--- src/rtl/bedm_pkg.sv ---
// ----------------------------------------------------------------------------
// bedm_pkg: shared types and constants for the edge-sensing demosaic
// Payload structs for each pipeline stage, register indexes and reset values.
// ----------------------------------------------------------------------------
package bedm_pkg;

	localparam int MAX_DIM_DEFAULT = 4096;

	localparam int CFG_IDX_BITS  = 2;
	localparam int CFG_DATA_BITS = 13;

	localparam logic [CFG_IDX_BITS-1:0] CFG_IMAGE_WIDTH  = 2'd0;
	localparam logic [CFG_IDX_BITS-1:0] CFG_IMAGE_HEIGHT = 2'd1;
	localparam logic [CFG_IDX_BITS-1:0] CFG_GREEN_PHASE  = 2'd2;

	localparam logic [12:0] IMAGE_WIDTH_RESET  = 13'd640;
	localparam logic [12:0] IMAGE_HEIGHT_RESET = 13'd480;
	localparam logic        GREEN_PHASE_RESET  = 1'b1;

	// floor(s/3) == (s*683)>>11 for every s up to 1020
	localparam logic [9:0] DIV3_MUL   = 10'd683;
	localparam int         DIV3_SHIFT = 11;

	typedef struct packed {
		logic [11:0] pos_x;
		logic [11:0] pos_y;
		logic [7:0]  center_pixel;
		logic [7:0]  north_pixel;
		logic [7:0]  south_pixel;
		logic [7:0]  west_pixel;
		logic [7:0]  east_pixel;
		logic [7:0]  northwest_pixel;
		logic [7:0]  northeast_pixel;
		logic [7:0]  southwest_pixel;
		logic [7:0]  southeast_pixel;
	} bedm_pixel_t;

	// neighborhood with absent neighbors already forced to zero
	typedef struct packed {
		logic [7:0] c;
		logic [7:0] n;
		logic [7:0] s;
		logic [7:0] w;
		logic [7:0] e;
		logic [7:0] nw;
		logic [7:0] ne;
		logic [7:0] sw;
		logic [7:0] se;
		logic       has_n;
		logic       has_s;
		logic       has_w;
		logic       has_e;
		logic       is_green;
		logic       even_row;
	} bedm_nbhd_t;

	typedef struct packed {
		logic [9:0] sum;
		logic [2:0] cnt;
	} bedm_acc_t;

	typedef struct packed {
		bedm_acc_t red;
		bedm_acc_t green;
		bedm_acc_t blue;
	} bedm_acc3_t;

	typedef struct packed {
		logic [7:0] red_out;
		logic [7:0] green_out;
		logic [7:0] blue_out;
	} bedm_rgb_t;

endpackage

--- src/rtl/bedm_if.sv ---
// ----------------------------------------------------------------------------
// bedm_if: stream channels of the demosaic
// Raw pixel neighborhood in, reconstructed RGB out, valid/ready handshake.
// ----------------------------------------------------------------------------
interface bedm_pixel_if;
	logic        valid;
	logic        ready;
	logic [11:0] pos_x;
	logic [11:0] pos_y;
	logic [7:0]  center_pixel;
	logic [7:0]  north_pixel;
	logic [7:0]  south_pixel;
	logic [7:0]  west_pixel;
	logic [7:0]  east_pixel;
	logic [7:0]  northwest_pixel;
	logic [7:0]  northeast_pixel;
	logic [7:0]  southwest_pixel;
	logic [7:0]  southeast_pixel;

	modport source (
		output valid, pos_x, pos_y, center_pixel, north_pixel, south_pixel,
			west_pixel, east_pixel, northwest_pixel, northeast_pixel,
			southwest_pixel, southeast_pixel,
		input  ready
	);
	modport sink (
		input  valid, pos_x, pos_y, center_pixel, north_pixel, south_pixel,
			west_pixel, east_pixel, northwest_pixel, northeast_pixel,
			southwest_pixel, southeast_pixel,
		output ready
	);
endinterface

interface bedm_rgb_if;
	logic       valid;
	logic       ready;
	logic [7:0] red_out;
	logic [7:0] green_out;
	logic [7:0] blue_out;

	modport source (output valid, red_out, green_out, blue_out, input ready);
	modport sink (input valid, red_out, green_out, blue_out, output ready);
endinterface

--- src/rtl/bayer_edge_sensing_demosaic_core.sv ---
// ----------------------------------------------------------------------------
// bayer_edge_sensing_demosaic_core: edge-sensing Bayer demosaic
// Three-stage pipeline: border masking, edge decision and sums, normalize.
// ----------------------------------------------------------------------------
// Each accepted pixel passes the border, interp and norm stage registers to rgb.
// Throughput: one pixel per cycle unless rgb stalls; each of the three stage
// registers holds one pixel and advances as soon as the stage after it has room.
// Reset: arst_n clears all stage valid bits and returns image_width to 640,
// image_height to 480 and green_phase to 1.
module bayer_edge_sensing_demosaic_core #(
	parameter int MAX_DIM = bedm_pkg::MAX_DIM_DEFAULT
) (
	input  logic                                 clk,
	input  logic                                 arst_n,
	bedm_pixel_if.sink                           pix,
	bedm_rgb_if.source                           rgb,
	input  logic                                 cfg_we,
	input  logic [bedm_pkg::CFG_IDX_BITS-1:0]    cfg_idx,
	input  logic [bedm_pkg::CFG_DATA_BITS-1:0]   cfg_wdata
);

	logic [12:0] image_width_q;
	logic [12:0] image_height_q;
	logic        green_phase_q;

	always_ff @(posedge clk or negedge arst_n) begin
		if (!arst_n) begin
			image_width_q  <= bedm_pkg::IMAGE_WIDTH_RESET;
			image_height_q <= bedm_pkg::IMAGE_HEIGHT_RESET;
			green_phase_q  <= bedm_pkg::GREEN_PHASE_RESET;
		end else if (cfg_we) begin
			case (cfg_idx)
				bedm_pkg::CFG_IMAGE_WIDTH:  image_width_q  <= cfg_wdata[12:0];
				bedm_pkg::CFG_IMAGE_HEIGHT: image_height_q <= cfg_wdata[12:0];
				bedm_pkg::CFG_GREEN_PHASE:  green_phase_q  <= cfg_wdata[0];
				default: ; // drop writes to unmapped indexes
			endcase
		end
	end

	bedm_pkg::bedm_pixel_t pix_data;
	bedm_pkg::bedm_nbhd_t  nbhd_s1;
	bedm_pkg::bedm_acc3_t  acc_s2;
	bedm_pkg::bedm_rgb_t   rgb_s3;
	logic                  v_s1, v_s2;
	logic                  rdy_s2, rdy_s3;

	assign pix_data = '{
		pos_x:           pix.pos_x,
		pos_y:           pix.pos_y,
		center_pixel:    pix.center_pixel,
		north_pixel:     pix.north_pixel,
		south_pixel:     pix.south_pixel,
		west_pixel:      pix.west_pixel,
		east_pixel:      pix.east_pixel,
		northwest_pixel: pix.northwest_pixel,
		northeast_pixel: pix.northeast_pixel,
		southwest_pixel: pix.southwest_pixel,
		southeast_pixel: pix.southeast_pixel
	};

	bedm_border_stage #(.MAX_DIM(MAX_DIM)) u_border (
		.clk          (clk),
		.arst_n       (arst_n),
		.in_valid     (pix.valid),
		.in_ready     (pix.ready),
		.in_data      (pix_data),
		.image_width  (image_width_q),
		.image_height (image_height_q),
		.green_phase  (green_phase_q),
		.out_valid    (v_s1),
		.out_ready    (rdy_s2),
		.out_data     (nbhd_s1)
	);

	bedm_interp_stage u_interp (
		.clk       (clk),
		.arst_n    (arst_n),
		.in_valid  (v_s1),
		.in_ready  (rdy_s2),
		.in_data   (nbhd_s1),
		.out_valid (v_s2),
		.out_ready (rdy_s3),
		.out_data  (acc_s2)
	);

	bedm_norm_stage u_norm (
		.clk       (clk),
		.arst_n    (arst_n),
		.in_valid  (v_s2),
		.in_ready  (rdy_s3),
		.in_data   (acc_s2),
		.out_valid (rgb.valid),
		.out_ready (rgb.ready),
		.out_data  (rgb_s3)
	);

	assign rgb.red_out   = rgb_s3.red_out;
	assign rgb.green_out = rgb_s3.green_out;
	assign rgb.blue_out  = rgb_s3.blue_out;

	// input backpressure only when every stage is full and the output stalls
	a_full_when_stalled: assert property (@(posedge clk) disable iff (!arst_n)
		!pix.ready |-> (v_s1 && v_s2 && rgb.valid && !rgb.ready))
		else $error("input stalled with room in the pipeline");

	// neighbor counts never exceed four
	a_count_range: assert property (@(posedge clk) disable iff (!arst_n)
		v_s2 |-> (acc_s2.red.cnt <= 3'd4 && acc_s2.green.cnt <= 3'd4
			&& acc_s2.blue.cnt <= 3'd4))
		else $error("neighbor count out of range");

	// a green site passes its own value through untouched
	a_green_passthrough: assert property (@(posedge clk) disable iff (!arst_n)
		(v_s1 && rdy_s2 && nbhd_s1.is_green) |=>
			(acc_s2.green.cnt == 3'd1 && acc_s2.green.sum == 10'($past(nbhd_s1.c))))
		else $error("green site lost its center value");

endmodule

--- src/rtl/bedm_border_stage.sv ---
// ----------------------------------------------------------------------------
// bedm_border_stage: first pipeline stage
// Border tests against the clamped image size, neighbor masking, site class.
// ----------------------------------------------------------------------------
module bedm_border_stage #(
	parameter int MAX_DIM = bedm_pkg::MAX_DIM_DEFAULT
) (
	input  logic                 clk,
	input  logic                 arst_n,
	input  logic                 in_valid,
	output logic                 in_ready,
	input  bedm_pkg::bedm_pixel_t in_data,
	input  logic [12:0]          image_width,
	input  logic [12:0]          image_height,
	input  logic                 green_phase,
	output logic                 out_valid,
	input  logic                 out_ready,
	output bedm_pkg::bedm_nbhd_t out_data
);

	localparam int DimW = $clog2(MAX_DIM + 1);
	localparam int CmpW = (DimW > 13) ? DimW : 13;

	logic [CmpW-1:0]      w_clamp;
	logic [CmpW-1:0]      h_clamp;
	logic [CmpW-1:0]      x_ext;
	logic [CmpW-1:0]      y_ext;
	logic                 has_n, has_s, has_w, has_e;
	bedm_pkg::bedm_nbhd_t nbhd;
	logic                 valid_s1;
	bedm_pkg::bedm_nbhd_t data_s1;

	always_comb begin
		w_clamp = (CmpW'(image_width) > CmpW'(MAX_DIM)) ? CmpW'(MAX_DIM) : CmpW'(image_width);
		h_clamp = (CmpW'(image_height) > CmpW'(MAX_DIM)) ? CmpW'(MAX_DIM) : CmpW'(image_height);
		x_ext   = CmpW'(in_data.pos_x);
		y_ext   = CmpW'(in_data.pos_y);
		has_n   = (in_data.pos_y != 12'd0);
		has_w   = (in_data.pos_x != 12'd0);
		has_s   = (y_ext + CmpW'(1)) < h_clamp;
		has_e   = (x_ext + CmpW'(1)) < w_clamp;

		nbhd.c        = in_data.center_pixel;
		nbhd.n        = has_n ? in_data.north_pixel : 8'd0;
		nbhd.s        = has_s ? in_data.south_pixel : 8'd0;
		nbhd.w        = has_w ? in_data.west_pixel  : 8'd0;
		nbhd.e        = has_e ? in_data.east_pixel  : 8'd0;
		nbhd.nw       = (has_n && has_w) ? in_data.northwest_pixel : 8'd0;
		nbhd.ne       = (has_n && has_e) ? in_data.northeast_pixel : 8'd0;
		nbhd.sw       = (has_s && has_w) ? in_data.southwest_pixel : 8'd0;
		nbhd.se       = (has_s && has_e) ? in_data.southeast_pixel : 8'd0;
		nbhd.has_n    = has_n;
		nbhd.has_s    = has_s;
		nbhd.has_w    = has_w;
		nbhd.has_e    = has_e;
		nbhd.is_green = (in_data.pos_x[0] ^ in_data.pos_y[0]) == green_phase;
		nbhd.even_row = ~in_data.pos_y[0];
	end

	assign in_ready = !valid_s1 || out_ready;

	always_ff @(posedge clk or negedge arst_n) begin
		if (!arst_n) begin
			valid_s1 <= 1'b0;
		end else if (in_ready) begin
			valid_s1 <= in_valid;
		end
	end

	always_ff @(posedge clk) begin
		if (in_valid && in_ready) begin
			data_s1 <= nbhd;
		end
	end

	assign out_valid = valid_s1;
	assign out_data  = data_s1;

endmodule

--- src/rtl/bedm_interp_stage.sv ---
// ----------------------------------------------------------------------------
// bedm_interp_stage: second pipeline stage
// Neighbor sums and counts, edge-direction decision for green, color routing.
// ----------------------------------------------------------------------------
module bedm_interp_stage (
	input  logic                 clk,
	input  logic                 arst_n,
	input  logic                 in_valid,
	output logic                 in_ready,
	input  bedm_pkg::bedm_nbhd_t in_data,
	output logic                 out_valid,
	input  logic                 out_ready,
	output bedm_pkg::bedm_acc3_t out_data
);

	logic [8:0]           hsum, vsum;
	logic [9:0]           asum, dsum;
	logic [2:0]           hcnt, vcnt, acnt, dcnt;
	logic [7:0]           dh, dv, thr;
	logic [8:0]           dsum_hv;
	bedm_pkg::bedm_acc_t  hacc, vacc, aacc, dacc, cacc;
	bedm_pkg::bedm_acc3_t acc;
	logic                 valid_s2;
	bedm_pkg::bedm_acc3_t data_s2;

	always_comb begin
		hsum = {1'b0, in_data.w} + {1'b0, in_data.e};
		vsum = {1'b0, in_data.n} + {1'b0, in_data.s};
		asum = {1'b0, hsum} + {1'b0, vsum};
		dsum = 10'(in_data.nw) + 10'(in_data.ne) + 10'(in_data.sw) + 10'(in_data.se);

		hcnt = 3'(in_data.has_w) + 3'(in_data.has_e);
		vcnt = 3'(in_data.has_n) + 3'(in_data.has_s);
		acnt = hcnt + vcnt;
		dcnt = 3'(in_data.has_n && in_data.has_w) + 3'(in_data.has_n && in_data.has_e)
			+ 3'(in_data.has_s && in_data.has_w) + 3'(in_data.has_s && in_data.has_e);

		dh      = (in_data.e > in_data.w) ? in_data.e - in_data.w : in_data.w - in_data.e;
		dv      = (in_data.n > in_data.s) ? in_data.n - in_data.s : in_data.s - in_data.n;
		dsum_hv = {1'b0, dh} + {1'b0, dv};
		thr     = dsum_hv[8:1];

		hacc = '{sum: {1'b0, hsum}, cnt: hcnt};
		vacc = '{sum: {1'b0, vsum}, cnt: vcnt};
		aacc = '{sum: asum, cnt: acnt};
		dacc = '{sum: dsum, cnt: dcnt};
		cacc = '{sum: 10'(in_data.c), cnt: 3'd1};

		if (in_data.is_green) begin
			acc.green = cacc;
			acc.red   = in_data.even_row ? hacc : vacc;
			acc.blue  = in_data.even_row ? vacc : hacc;
		end else begin
			// strong vertical gradient: interpolate along the row, and vice versa
			if (dh < thr && dv > thr) begin
				acc.green = hacc;
			end else if (dh > thr && dv < thr) begin
				acc.green = vacc;
			end else begin
				acc.green = aacc;
			end
			acc.red  = in_data.even_row ? cacc : dacc;
			acc.blue = in_data.even_row ? dacc : cacc;
		end
	end

	assign in_ready = !valid_s2 || out_ready;

	always_ff @(posedge clk or negedge arst_n) begin
		if (!arst_n) begin
			valid_s2 <= 1'b0;
		end else if (in_ready) begin
			valid_s2 <= in_valid;
		end
	end

	always_ff @(posedge clk) begin
		if (in_valid && in_ready) begin
			data_s2 <= acc;
		end
	end

	assign out_valid = valid_s2;
	assign out_data  = data_s2;

endmodule

--- src/rtl/bedm_norm_stage.sv ---
// ----------------------------------------------------------------------------
// bedm_norm_stage: third pipeline stage and output register
// Divides each color sum by its neighbor count (0 to 4), truncating; a zero count gives 0.
// ----------------------------------------------------------------------------
module bedm_norm_stage (
	input  logic                 clk,
	input  logic                 arst_n,
	input  logic                 in_valid,
	output logic                 in_ready,
	input  bedm_pkg::bedm_acc3_t in_data,
	output logic                 out_valid,
	input  logic                 out_ready,
	output bedm_pkg::bedm_rgb_t  out_data
);

	function automatic logic [7:0] avg(input bedm_pkg::bedm_acc_t a);
		logic [19:0] prod;
		logic [7:0]  q;
		prod = 20'(a.sum) * 20'(bedm_pkg::DIV3_MUL);
		case (a.cnt)
			3'd1:    q = a.sum[7:0];
			3'd2:    q = a.sum[8:1];
			3'd3:    q = prod[bedm_pkg::DIV3_SHIFT +: 8];
			3'd4:    q = a.sum[9:2];
			default: q = 8'd0; // no neighbor present
		endcase
		return q;
	endfunction

	bedm_pkg::bedm_rgb_t rgb;
	logic                valid_s3;
	bedm_pkg::bedm_rgb_t data_s3;

	always_comb begin
		rgb.red_out   = avg(in_data.red);
		rgb.green_out = avg(in_data.green);
		rgb.blue_out  = avg(in_data.blue);
	end

	assign in_ready = !valid_s3 || out_ready;

	always_ff @(posedge clk or negedge arst_n) begin
		if (!arst_n) begin
			valid_s3 <= 1'b0;
		end else if (in_ready) begin
			valid_s3 <= in_valid;
		end
	end

	always_ff @(posedge clk) begin
		if (in_valid && in_ready) begin
			data_s3 <= rgb;
		end
	end

	assign out_valid = valid_s3;
	assign out_data  = data_s3;

endmodule
--- src/flat_wrapper.sv ---
// flat-port wrapper written by rule: the top's interface ports become plain ports
module bayer_edge_sensing_demosaic_core_flat 
#(
	parameter int MAX_DIM = bedm_pkg::MAX_DIM_DEFAULT
)
  (clk, arst_n, cfg_we, cfg_idx, cfg_wdata, pix_valid, pix_pos_x, pix_pos_y, pix_center_pixel, pix_north_pixel, pix_south_pixel, pix_west_pixel, pix_east_pixel, pix_northwest_pixel, pix_northeast_pixel, pix_southwest_pixel, pix_southeast_pixel, pix_ready, rgb_valid, rgb_red_out, rgb_green_out, rgb_blue_out, rgb_ready);
  bedm_pixel_if pix_i ();
  bedm_rgb_if rgb_i ();
  input  logic clk;
  input  logic arst_n;
  input  logic cfg_we;
  input  logic [bedm_pkg::CFG_IDX_BITS-1:0] cfg_idx;
  input  logic [bedm_pkg::CFG_DATA_BITS-1:0] cfg_wdata;
  input wire logic [$bits(pix_i.valid)-1:0] pix_valid;
  input wire logic [$bits(pix_i.pos_x)-1:0] pix_pos_x;
  input wire logic [$bits(pix_i.pos_y)-1:0] pix_pos_y;
  input wire logic [$bits(pix_i.center_pixel)-1:0] pix_center_pixel;
  input wire logic [$bits(pix_i.north_pixel)-1:0] pix_north_pixel;
  input wire logic [$bits(pix_i.south_pixel)-1:0] pix_south_pixel;
  input wire logic [$bits(pix_i.west_pixel)-1:0] pix_west_pixel;
  input wire logic [$bits(pix_i.east_pixel)-1:0] pix_east_pixel;
  input wire logic [$bits(pix_i.northwest_pixel)-1:0] pix_northwest_pixel;
  input wire logic [$bits(pix_i.northeast_pixel)-1:0] pix_northeast_pixel;
  input wire logic [$bits(pix_i.southwest_pixel)-1:0] pix_southwest_pixel;
  input wire logic [$bits(pix_i.southeast_pixel)-1:0] pix_southeast_pixel;
  output wire logic [$bits(pix_i.ready)-1:0] pix_ready;
  output wire logic [$bits(rgb_i.valid)-1:0] rgb_valid;
  output wire logic [$bits(rgb_i.red_out)-1:0] rgb_red_out;
  output wire logic [$bits(rgb_i.green_out)-1:0] rgb_green_out;
  output wire logic [$bits(rgb_i.blue_out)-1:0] rgb_blue_out;
  input wire logic [$bits(rgb_i.ready)-1:0] rgb_ready;
  assign pix_i.valid = pix_valid;
  assign pix_i.pos_x = pix_pos_x;
  assign pix_i.pos_y = pix_pos_y;
  assign pix_i.center_pixel = pix_center_pixel;
  assign pix_i.north_pixel = pix_north_pixel;
  assign pix_i.south_pixel = pix_south_pixel;
  assign pix_i.west_pixel = pix_west_pixel;
  assign pix_i.east_pixel = pix_east_pixel;
  assign pix_i.northwest_pixel = pix_northwest_pixel;
  assign pix_i.northeast_pixel = pix_northeast_pixel;
  assign pix_i.southwest_pixel = pix_southwest_pixel;
  assign pix_i.southeast_pixel = pix_southeast_pixel;
  assign pix_ready = pix_i.ready;
  assign rgb_valid = rgb_i.valid;
  assign rgb_red_out = rgb_i.red_out;
  assign rgb_green_out = rgb_i.green_out;
  assign rgb_blue_out = rgb_i.blue_out;
  assign rgb_i.ready = rgb_ready;
  bayer_edge_sensing_demosaic_core #(.MAX_DIM(MAX_DIM)) u_core (.clk(clk), .arst_n(arst_n), .pix(pix_i), .rgb(rgb_i), .cfg_we(cfg_we), .cfg_idx(cfg_idx), .cfg_wdata(cfg_wdata));
endmodule
--- config.mk ---
export PLATFORM = sky130hd
export DESIGN_NAME = bayer_edge_sensing_demosaic_core_flat
export DESIGN_NICKNAME = d
export VERILOG_FILES = /design/src/rtl/bedm_pkg.sv /design/src/rtl/bedm_if.sv /design/src/rtl/bayer_edge_sensing_demosaic_core.sv /design/src/rtl/bedm_border_stage.sv /design/src/rtl/bedm_interp_stage.sv /design/src/rtl/bedm_norm_stage.sv /design/src/flat_wrapper.sv
export SDC_FILE = /design/constraint.sdc
export NUM_CORES = 1
export LEC_CHECK = 0
export ABC_AREA = 1
export BUFFER_PORTS_ARGS = -buffer_cell sky130_fd_sc_hd__buf_4
export CORE_MARGIN = 1.5
export CORE_UTILIZATION = 61
export CTS_CLUSTER_DIAMETER = 80
export DETAILED_ROUTE_END_ITERATION = 16
export GPL_TIMING_DRIVEN = 1
export PLACE_DENSITY = 0.81
export SLEW_MARGIN = 30
export SYNTH_ARGS = -nofsm -noshare
export SYNTH_HDL_FRONTEND = slang
export SYNTH_SLANG_ARGS = --single-unit
export TNS_END_PERCENT = 50
--- constraint.sdc ---
create_clock -name clk -period 6.9 [get_ports clk]
set_clock_uncertainty 0.1 [all_clocks]
set_input_delay 2.07 -clock clk [delete_from_list [all_inputs] [get_ports clk]]
set_output_delay 2.07 -clock clk [all_outputs]
set_load 0.01 [all_outputs]
---- Yosys cells after proc, flatten, opt, wreduce, memory -nomap -nowiden ----
Index checks and enable logic that the tools add are counted.
storage, ports and cells
  input bits .............................. 116
  memories ................................ 0
  memory bits (read-only) ................. 0
  output and inout bits ................... 26
  bits in writable memories ............... 0
  register bits ........................... 171
  bits in latches ......................... 0
  logic and storage cells ................. 121
cells by class
  equal/unequal tests ..................... 15
  shift operators ......................... 0
  reductions and logical operators ........ 26
  order comparisons ....................... 10
  divide/modulo/power cells ............... 0
  muxes and demuxes ....................... 14
  add/sub/neg operators ................... 19
  $mul .................................... 3
  bitwise logic cells ..................... 2
operators with widths
  operator                number
  $pmux 8 s4              3
  $mux 13                 6
  $mul 10x10->19 const B  3
  $mux 39                 1
  $add 8x8->9             4
  $gt 8x8->1              4
  $sub 8x8->8             4
  $add 12x1->13 const B   2
  $gt 13x13->1 const B    2
  $lt 13x13->1            2
  $mux 12                 2
  $reduce_bool 12->1      2
  $eq 3x2->1 const B      6
  $lt 8x8->1              2
  $mux 8                  2
  $logic_and 1x1->1       13
  $add 10x8->10           1
  $add 9x8->10            1
  $add 9x9->10            1
  $eq 3x1->1 const B      3
  $eq 3x3->1 const B      3
  $add 1x1->2             3
  $reduce_and 2->1        3
  $add 2x1->3             1
  other kinds (11)        15

---- Longest topological paths before layout ----
Gate-level depths: netlist of the first run.
  word-level depth ........................ 8
  gate-level depth with buffers ........... 36
  mapped depth without buffers ............ 35

---- Hierarchy ----
From an unflattened synthesis of the first run, not the netlist that was laid out.
unflattened totals
  cells, all modules ...................... 2297
  area total of the unflattened synthesis .. 18796.8 um^2
by module, submodules not included
  module                            seq. area each (um^2)  area an instance (um^2)  cells each  times used
  bedm_norm_stage                   745.7                  7205.7                   934         1
  bedm_interp_stage                 1196.1                 6223.5                   802         1
  bedm_border_stage                 2367.3                 4210.3                   438         1
  bayer_edge_sensing_demosaic_core  684.4                  1157.4                   123         1

---- Worst setup path after synthesis of the first run ----
Ideal clock, no wire load.
  path kind ............................... register to register
  start point ............................. reg u_core.u_border.data_s1 (netlist bit u_core.u_border.out_data[38])
  end point ............................... reg u_core.u_interp.data_s2 (netlist bit u_core.u_interp.out_data[17]), data pin
  library setup time ...................... 252 ps
  stages on the path, launching flop included .. 34
  slack ................................... 2087 ps
  arrival ................................. 4461 ps
  required time ........................... 6548 ps
  path buffers ............................ 2
  clock period less this slack ............ 4813 ps
  cell sequence ........................... edfxtp_1 > inv_1 > ha_1 > inv_1 > fa_1 > nand3_1 > nand3_1 > nand2_1 > nand2_1 > nand2_1 > buf_2 > mux2i_1 > xor2_1 > inv_1 > ha_1 > a21oi_1 > nor2_1 > a211oi_1 > nand2_2 > a21oi_1 > nor2_1 > nor2_1 > ha_1 > inv_1 > o21bai_1 > inv_2 > nand2_2 > nor2_8 > nand3_4 > buf_6 > nand2_1 > nand3_1 > nand2_1 > nand2_1
RTL lines
  what                      line                     RTL
  start: declaration        bedm_border_stage.sv:31  bedm_pkg::bedm_nbhd_t data_s1;
  start signal: assignment  bedm_border_stage.sv:72  data_s1 <= nbhd;
  end signal: assignment    bedm_interp_stage.sv:79  data_s2 <= acc;
  end: declaration          bedm_interp_stage.sv:24  bedm_pkg::bedm_acc3_t data_s2;

---- Final worst setup path of the first run ----
  start point ............................. reg u_core.u_border.data_s1 (netlist bit u_core.u_border.out_data[38])
  end point ............................... reg u_core.u_interp.data_s2 (netlist bit u_core.u_interp.out_data[14]), data pin
on the way
  word-level cells in the longest chain between the ends .. 7
  elaborated cells on any way between the ends .. 13
  classes of those cells .................. 3 x add/sub; 5 x order compare; 3 x mux; 2 x reduce/logical
ends and longest elaborated chain
  what                                              line                     RTL
  $sub 8x8->8 / $gt 8x8->1 (equally long branches)  bedm_interp_stage.sv:38  dh = (in_data.e > in_data.w) ? in_data.e - in_data.w : in_data.w - in_data.e;
  $mux 8 (*)                                        bedm_interp_stage.sv:38
  $add 8x8->9                                       bedm_interp_stage.sv:40  dsum_hv = {1'b0, dh} + {1'b0, dv};
  $gt 8x8->1 / $lt 8x8->1 (equally long branches)   bedm_interp_stage.sv:57  end else if (dh > thr && dv < thr) begin
  $logic_and 1x1->1                                 bedm_interp_stage.sv:57
  $mux 13                                           bedm_interp_stage.sv:57
  $mux 13 (*)                                       bedm_interp_stage.sv:55  if (dh < thr && dv > thr) begin
Every way passes the cells marked *; elsewhere a longest branch is shown, timed or not.
A chain may end at the register's enable or synchronous reset.

==> results by group, run 1 <==
Route
  • Post-route DRC: 0
  • Pre-antenna DRT Iters: 5
  • Routed WL: 40100 um
  • Starting DRT DRC Count: 973
  • Avg WL per Cell: 15.5 um
  • DR vias: 14208
  • Antenna Nets Post-Route: 0
  • Routed vias/inst: 5.47

Synthesis
  • Yosys cell types: 53
  • Synth Area per Inst: 8.51 um2
  • Seq/Total Area, Yosys: 0.284
  • Post-Synthesis Cells: 2068
  • Cell Area, Synth: 17600 um2
  • EDFF count, synth: 141
  • Async SR Flop Fraction: 0.175
  • Yosys reg bits: 171
  • Ys flop type: edfxtp_1
  • Syn_nets: 2561
  • Yosys warns: 0

STA
  • Max Clk Rate: approximately 180 MHz
  • Slew Viols, Final: 0
  • Worst-margin pin slew: between 0.9 and 1 ns
  • Hold Vio Cnt, Final: 0
  • Min cycle time layout: about 5.7 ns
  • Setup tns final: 0 ns
  • Slew margin rel.: 0.372
  • RSZ-0062 raised after global routing: no
  • Setup-failing EPs final: 0
  • Fin Hold WS: 0.385 ns
  • Worst setup margin: 1.24 ns
  • Final period util: 0.820

Final layout
  • Multi-input gate area: around 11000 um2
  • Area Growth Syn to Fin: 11.7%
  • Layout cell share with drive strength beyond 1: 0.112
  • Layout Nets: ~2700
  • Total inserted antenna cells: 0
  • Register area: 4990 um2
  • Fillers: around 2300

Setup path
  • CP most frequent cell: nand3_1
  • Slowest cell delay on critical path: 0.43 ns
  • Crit-path slowest cell: edfxtp_1
  • Startpoint types: register
  • Req. time, crit path: approximately 7 ns
  • Worst setup EP type: register
  • WS Path Type: reg -> reg
  • CP Data Arrival Time: roughly 5.7 ns
  • Max Fanout on Critical Path: 13

Job
  • Maxcap violations: 0

Global route
  • Initial antenna violation count: 0
  • First-pass GRT wire length: 66100 um
  • GRT overflow: 0
  • Largest net degree at the start of global routing: 48
  • All-Layer GR Usage: 0.273
  • Vias in the first global route: 14112

Clock network
  • CTS tree: built
  • CTS max path bufs: 2
  • Post_cts resized: 0
  • Clock Sinks: 171
  • Hold-fix buffers, CTS: 0
  • Setup bufs post-CTS: 0
  • Worst-Skew Late Latency: 0.45 ns
  • CTS H-tree depth: 4
  • Root Driver: clkbuf_16
  • Clk slew on worst S/H paths: 0.08 ns
  • Num CTS Buffers: 17

Floorplan
  • Die area: 29900 um2
  • Row cnt: a little over 60
  • Die Span Y: 173 um
  • Die X: 173 um
  • IO Count: 142
  • Initial Util: 0.627
  • Core area: 28100 um2

Outcome
  • Status: finished, final reports clean

Placement
  • Detailed Place HPWL: 33300 um
  • Number of port buffers: 141
  • Pre-CTS setup slack: 1.45 ns
  • GP Congestion: 0.949

Hold path
  • Hold crit path type: reg -> reg
[metal layers]
layer / global-route usage / up-vias / part of all wire
met5: 0 / - / 0
met4: 0.0986 / 0 / 0.030
met3: 0.0358 / 96 / 0.052
met2: 0.476 / 431 / 0.49
met1: 0.347 / 6637 / 0.42
li1: - / 7044 / -
[synthesized netlist by cell type (19+ instances only)]
| master | n | area share |
|---|---|---|
| inv_1 | 454 | 0.097 |
| nand2_1 | 299 | 0.064 |
| ha_1 | 289 | 0.21 |
| nor2_1 | 149 | 0.032 |
| edfxtp_1 | 141 | 0.24 |
| a21oi_1 | 133 | 0.038 |
| o21ai_0 | 96 | 0.027 |
| fa_1 | 88 | 0.10 |
| nand3_1 | 80 | 0.023 |
| xor2_1 | 53 | 0.026 |
| dfrtp_1 | 23 | 0.033 |
| nand4_1 | 23 | 0.0082 |
| nand2_2 | 21 | 0.0075 |
| xnor2_1 | 19 | 0.0095 |
[path summary, 6_finish.rpt]
path / startpoint / to / slack, ns / depth (start not counted)
setup / recovery: u_core.u_border.out_data[38] / u_core.u_interp.out_data[14] / 1.24 / 29
setup reg to reg: u_core.u_border.out_data[38] / u_core.u_interp.out_data[14] / 1.24 / 29
min in group asynchronous: arst_n / u_core.image_height_q[3] / 1.43 / 1
max in group asynchronous: arst_n / u_core.image_width_q[9] / 4.96 / 1
hold / removal: u_core.u_interp.out_valid / u_core.u_norm.out_valid / 0.39 / 2
hold reg to reg: u_core.u_interp.out_valid / u_core.u_norm.out_valid / 0.39 / 2
[stage by stage]
stage / utilization / area (um2) / cells
floorplan: - / 17600 / 2068
global placement: 0.677 / 19000 / 2564
detailed placement: 0.677 / 19000 / 2564
CTS: 0.700 / 19600 / 2596
global route: 0.700 / 19700 / 2596
finish: 0.700 / 19700 / 2596
[layout by cell type, fill, tap and decap left out, drive strengths merged, types with 12 or more instances in the layout]
cell type / n
clkbuf: 17
xnor2: 19
clkinv: 12
nand2: 324
o221ai: 16
dfrtp: 23
a21oi: 141
o22ai: 16
edfxtp: 141
inv: 468
xor2: 53
nor2: 155
nand4: 24
nand3: 86
fa: 88
nor3: 17
ha: 289
buf: 144
o21ai: 97
[cells by family (layout without fill, tap and decap cells)]
logic type / after synthesis / in the layout / share of synthesized area
simple gates: 636 / 636 / 0.160
buf+inv: 491 / 641 / 0.108
fa+ha+maj: 377 / 377 / 0.306
compound gates: 319 / 319 / 0.105
flops: 171 / 171 / 0.284
xor+xnor: 72 / 72 / 0.0358
mux: 2 / 2 / 0.00114
[cell type report]
class / count / share of cell area
clock buffers: 17 / 0.0216
clock inverters: 15 / 0.0108
inverters: 465 / 0.0888
multi-input cells: 1406 / 0.546
flip-flops and latches: 171 / 0.254
well taps: 378 / 0.0241
repair buffers: 144 / 0.0550
[critical path, delay by kind of cell, from the launching register on]
kind / cells / cell delay, ns
DFF: 1 / 0.43
and+or+nand+nor: 13 / 1.62
adders and majority gates: 4 / 1.24
xor gates and xnor gates: 1 / 0.19
AOI/OAI and AO/OA: 5 / 0.95
muxes: 1 / 0.33
buffers and inverters: 5 / 0.53
[state kept, by name, summed over array words and instances (netlist names)]
| name | flops |
|---|---|
| u_core.u_border.out_data | 78 |
| u_core.u_border.out_valid | 1 |
| u_core.u_norm.out_data | 24 |
| u_core.u_norm.out_valid | 1 |
| u_core.u_interp.out_data | 39 |
| u_core.image_height_q | 13 |
| u_core.green_phase_q | 1 |
| u_core.u_interp.out_valid | 1 |
| u_core.image_width_q | 13 |
Power of run 1 is left out: the tool's default activity adds up to more than one toggle a clock period on the data nets, which glitch-free logic cannot reach.
==> run 2: changes to the inputs <==
--- a/config.mk
+++ b/config.mk
@@ -5,14 +5,14 @@
 export SDC_FILE = /design/constraint.sdc
 export NUM_CORES = 1
 export LEC_CHECK = 0
-export ABC_AREA = 1
+export ABC_AREA = 0
 export BUFFER_PORTS_ARGS = -buffer_cell sky130_fd_sc_hd__buf_4
 export CORE_MARGIN = 1.5
-export CORE_UTILIZATION = 61
+export CORE_UTILIZATION = 56
 export CTS_CLUSTER_DIAMETER = 80
 export DETAILED_ROUTE_END_ITERATION = 16
 export GPL_TIMING_DRIVEN = 1
-export PLACE_DENSITY = 0.81
+export PLACE_DENSITY = 0.78
 export SLEW_MARGIN = 30
 export SYNTH_ARGS = -nofsm -noshare
 export SYNTH_HDL_FRONTEND = slang
==> constraint.sdc (replaced) <==
create_clock -name clk -period 5 [get_ports clk]
set_clock_uncertainty 0.1 [all_clocks]
set_input_delay 1.5 -clock clk [delete_from_list [all_inputs] [get_ports clk]]
set_output_delay 1.5 -clock clk [all_outputs]
set_load 0.01 [all_outputs]
==> run 2 against run 1 <==
  * The run now ends with negative setup slack left
  * Global-route usage rose by 0.67 points
  * First-iteration DRC count fell by 8.9%
  * Critical path depth fell by 3
  * Synthesized cell count fell by 19%
  * Critical path type unchanged
==> results by group, run 2 <==
Clock network
  • Hold-fix buffers, CTS: 0 (unchanged)
  • CTS tree: built (unchanged)
  • Num CTS Buffers: 17 (unchanged)
  • Clk slew on worst S/H paths: 0.08 ns (about the same)
  • Worst-Skew Late Latency: 0.46 ns (was 0.45 ns)
  • CTS max path bufs: 2 (unchanged)
  • CTS H-tree depth: 4 (unchanged)
  • Root Driver: clkbuf_16 (unchanged)
  • Clock Sinks: 171 (unchanged)

Global route
  • GRT Max-Usage Layer: met2 (unchanged)
  • Vias in the first global route: 14230 (was 14112)
  • First-pass GRT wire length: 69300 um (was 66100 um)
  • GRT overflow: 0 (unchanged)
  • Met3 GRT Util: 0.0545 (was 0.0358)
  • GR Util met2: 0.481 (was 0.476)
  • Largest net degree at the start of global routing: 40 (was 48)
  • Met1 usage: 0.339 (was 0.347)
  • All-Layer GR Usage: 0.279 (was 0.273)
  • Initial antenna violation count: 0 (unchanged)

Job
  • Maxcap violations: 0 (unchanged)

Hold path
  • Hold endpoint: u_core.u_interp.out_valid (was u_core.u_norm.out_valid)
  • Hold path startpoint: u_core.u_border.out_valid (was u_core.u_interp.out_valid)
  • Hold crit path type: reg -> reg (unchanged)
  • Worst Hold Depth: 1 (was 2)

Placement
  • Pre-CTS setup slack: -0.784 ns (was 1.45 ns)
  • Dpl cell area: 20200 um2 (was 19000 um2)
  • Number of port buffers: 141 (unchanged)
  • Detailed Place HPWL: 35300 um (was 33300 um)
  • GP Congestion: 0.981 (was 0.949)

Setup path
  • Startpoint types: register (unchanged)
  • RR Endpoint: u_core.u_interp.out_data[23] (was u_core.u_interp.out_data[14])
  • CP Data Arrival Time: 5.71 ns (was 5.74 ns)
  • Max Fanout on Critical Path: 6 (was 13)
  • CP most frequent cell: mux2i_2 (was nand3_1)
  • Req. time, crit path: 5.17 ns (was 6.98 ns)
  • Slowest cell delay on critical path: 0.42 ns (was 0.43 ns)
  • Flop2flop setup slack: -0.54 ns (was 1.24 ns)
  • Worst R2R Start: u_core.u_border.out_data[43] (was u_core.u_border.out_data[38])
  • WS Path Type: reg -> reg (unchanged)
  • Crit-path slowest cell: edfxtp_1 (unchanged)
  • Worst setup EP type: register (unchanged)
  • Cells on worst reg2reg path: 26 (was 29)

Route
  • Post-route DRC: 0 (unchanged)
  • Antenna Nets Post-Route: 0 (unchanged)
  • DR vias: 14012 (was 14208)
  • Routed WL: 44700 um (was 40100 um)
  • Starting DRT DRC Count: 886 (was 973)
  • Pre-antenna DRT Iters: 5 (unchanged)
  • Avg WL per Cell: 18.4 um (was 15.5 um)
  • Routed vias/inst: 5.76 (was 5.47)

Synthesis
  • EDFF count, synth: 141 (unchanged)
  • Largest family of logic cells by synthesized area: adder cells (unchanged)
  • Complex-gate fraction of the synthesized area: 0.118 (was 0.105)
  • Seq/Total Area, Yosys: 0.288 (was 0.284)
  • Synth Area in Adders: 0.312 (was 0.306)
  • Yosys warns: 0 (unchanged)
  • Post-Synthesis Cells: 1667 (was 2068)
  • Synth area leader: edfxtp_1 (unchanged)
  • Most frequent cell after synthesis: ha_1 (was inv_1)
  • Area share of the largest cell type after synthesis: 0.244 (was 0.241)
  • Ys flop type: edfxtp_1 (unchanged)
  • Async SR Flop Fraction: 0.175 (unchanged)
  • Cell Area, Synth: 17300 um2 (was 17600 um2)
  • Yosys reg bits: 171 (unchanged)
  • Syn_nets: 2160 (was 2561)
  • Synth Area per Inst: 10.4 um2 (was 8.51 um2)
  • Post-synthesis mux area share: 0.0452 (was 0.00114)
  • Post-Synth XOR/XNOR Area: 0.0490 (was 0.0358)
  • Post-Synth Simple-Gate Area: 0.126 (was 0.160)
  • Yosys cell types: 89 (was 53)
  • Synth area leaders: edfxtp_1 (24%), ha_1 (21%), fa_1 (10%) (unchanged)
  • Synth top cells by count: ha_1 (289), inv_1 (234), edfxtp_1 (141), fa_1 (88), nand2_1 (88) (was inv_1 (454), nand2_1 (299), ha_1 (289), nor2_1 (149), edfxtp_1 (141))

Final layout
  • Most frequent cells in the layout: buf_4 (366), ha_1 (275), inv_1 (231), edfxtp_1 (141), nand2_1 (87) (was inv_1 (453), nand2_1 (299), ha_1 (289), nor2_1 (149), buf_4 (144))
  • Total inserted antenna cells: 0 (unchanged)
  • Fin util: 0.713 (was 0.700)
  • Design Area, Final: 21800 um2 (was 19700 um2)
  • Leading cell type in the layout, fill and taps excluded: buf_4 (was inv_1)
  • Layout Nets: 2515 (was 2698)
  • Flip-flop count of the largest register after layout: 78 (unchanged)
  • Area Growth Syn to Fin: 25.5% (was 11.7%)
  • Layout cell share with drive strength beyond 1: 0.291 (was 0.112)

STA
  • Slew margin rel.: 0.385 (was 0.372)
  • Setup-failing EPs final: 13 (was 0)
  • Worst setup margin: -0.536 ns (was 1.24 ns)
  • Hold Vio Cnt, Final: 0 (unchanged)
  • Worst-margin pin slew: 0.920 ns (was 0.934 ns)
  • RSZ-0062 raised after global routing: yes (was no)
  • Max Clk Rate: 181 MHz (was 177 MHz)
  • Min cycle time layout: 5.54 ns (was 5.66 ns)
  • Slew Viols, Final: 0 (unchanged)
  • Final period util: 1.11 (was 0.820)

Floorplan
  • Row cnt: 64 (was 61)
  • Initial Util: 0.568 (was 0.627)
  • Die Span Y: 179 um (was 173 um)
  • Die X: 179 um (was 173 um)
  • Die area: 32000 um2 (was 29900 um2)
  • Core area: 30500 um2 (was 28100 um2)
  • IO Count: 142 (unchanged)

Outcome
  • Status: finished with violations (was finished, final reports clean)
  • Failing checks: negative setup slack
==> run 2: cell count changes in the layout (fill, tap and decap cells not counted), sizes merged, moves of 30 or more <==
cell	before	now
and2	4	44
o21ai	97	45
nand3	86	28
nor2	155	58
mux2	0	30
and3	0	44
inv	468	246
buf	144	375
nand2	324	90
a21oi	141	80
xnor2	19	71
==> run 2: worst max path at each step <==
| stage | startpoint | end | slack [ns] | depth (start not counted) |
|---|---|---|---|---|
| final | u_core.u_border.out_data[43] | u_core.u_interp.out_data[23] | -0.54 | 26 |
| after global routing | u_core.u_border.out_data[38] | u_core.u_interp.out_data[23] | -0.84 | 28 |
| after CTS | u_core.u_border.out_data[43] | u_core.u_interp.out_data[17] | -0.48 | 25 |
| after detailed placement | u_core.u_border.out_data[38] | u_core.u_interp.out_data[13] | -0.78 | 27 |
| after global placement | u_core.u_border.out_data[39] | u_core.u_interp.out_data[14] | -0.56 | 24 |
| after floorplan | u_core.u_border.out_data[43] | u_core.u_interp.out_data[20] | -0.43 | 26 |
==> run 2: layout make-up <==
class                           instances  area, um2
Clock buffer                           17        425
Clock inverter                         15        203
Fill cell                            2162       8750
Inverter                              236        886
Multi-Input combinational cell       1221      11900
Sequential cell                       171       4990
Tap cell                              396        495
Timing Repair Buffer                  375       2860
==> run 2: repair_timing <==
| action | 4_1_cts | 5_1_grt |
|---|---|---|
| pin swaps | 20 | 54 |
| gates cloned | 1 | 0 |
| buffers inserted | 28 | 25 |
| gates resized for setup | 22 | 91 |
| setup endpoints to repair | 15 | 25 |
==> run 2: metrics by stage <==
stage	hold slack (ns)	instances	setup TNS [ns]
floorplan	0.349	1667	-4.78
global placement	0.364	2346	-6.63
detailed placement	0.377	2346	-9.38
CTS	0.401	2407	-5.59
global route	0.432	2431	-10.10
finish	0.397	2431	-6.42
==> run 2: cells by family (layout without fill, tap and decap cells) <==
group / count (synthesis) / in the layout
AOI/OAI and AO/OA: 282 / 282
buffers and inverters: 276 / 643
and+or+nand+nor: 394 / 395
muxes: 67 / 67
adders and majority gates: 380 / 380
DFF: 171 / 171
xor gates and xnor gates: 97 / 97
==> run 2: worst max-delay path, delay by kind of cell, from the launching register on <==
kind                     cells  cell delay [ns]
flip-flops                   1             0.42
AO/OA/AOI/OAI                7             1.46
AND/OR/NAND/NOR              7             1.26
buffers and inverters        4             0.56
multiplexers                 3             0.48
XOR/XNOR                     2             0.26
adder cells (fa/ha/maj)      3             0.82
==> run 2: layer usage <==
metal | up-vias | routed length (um)
met1 | 6744 | 18100
met4 | 0 | 1830
met2 | 510 | 22100
met5 | - | 0
li1 | 6624 | -
met3 | 134 | 2670
Power of run 2 is left out for the same reason.
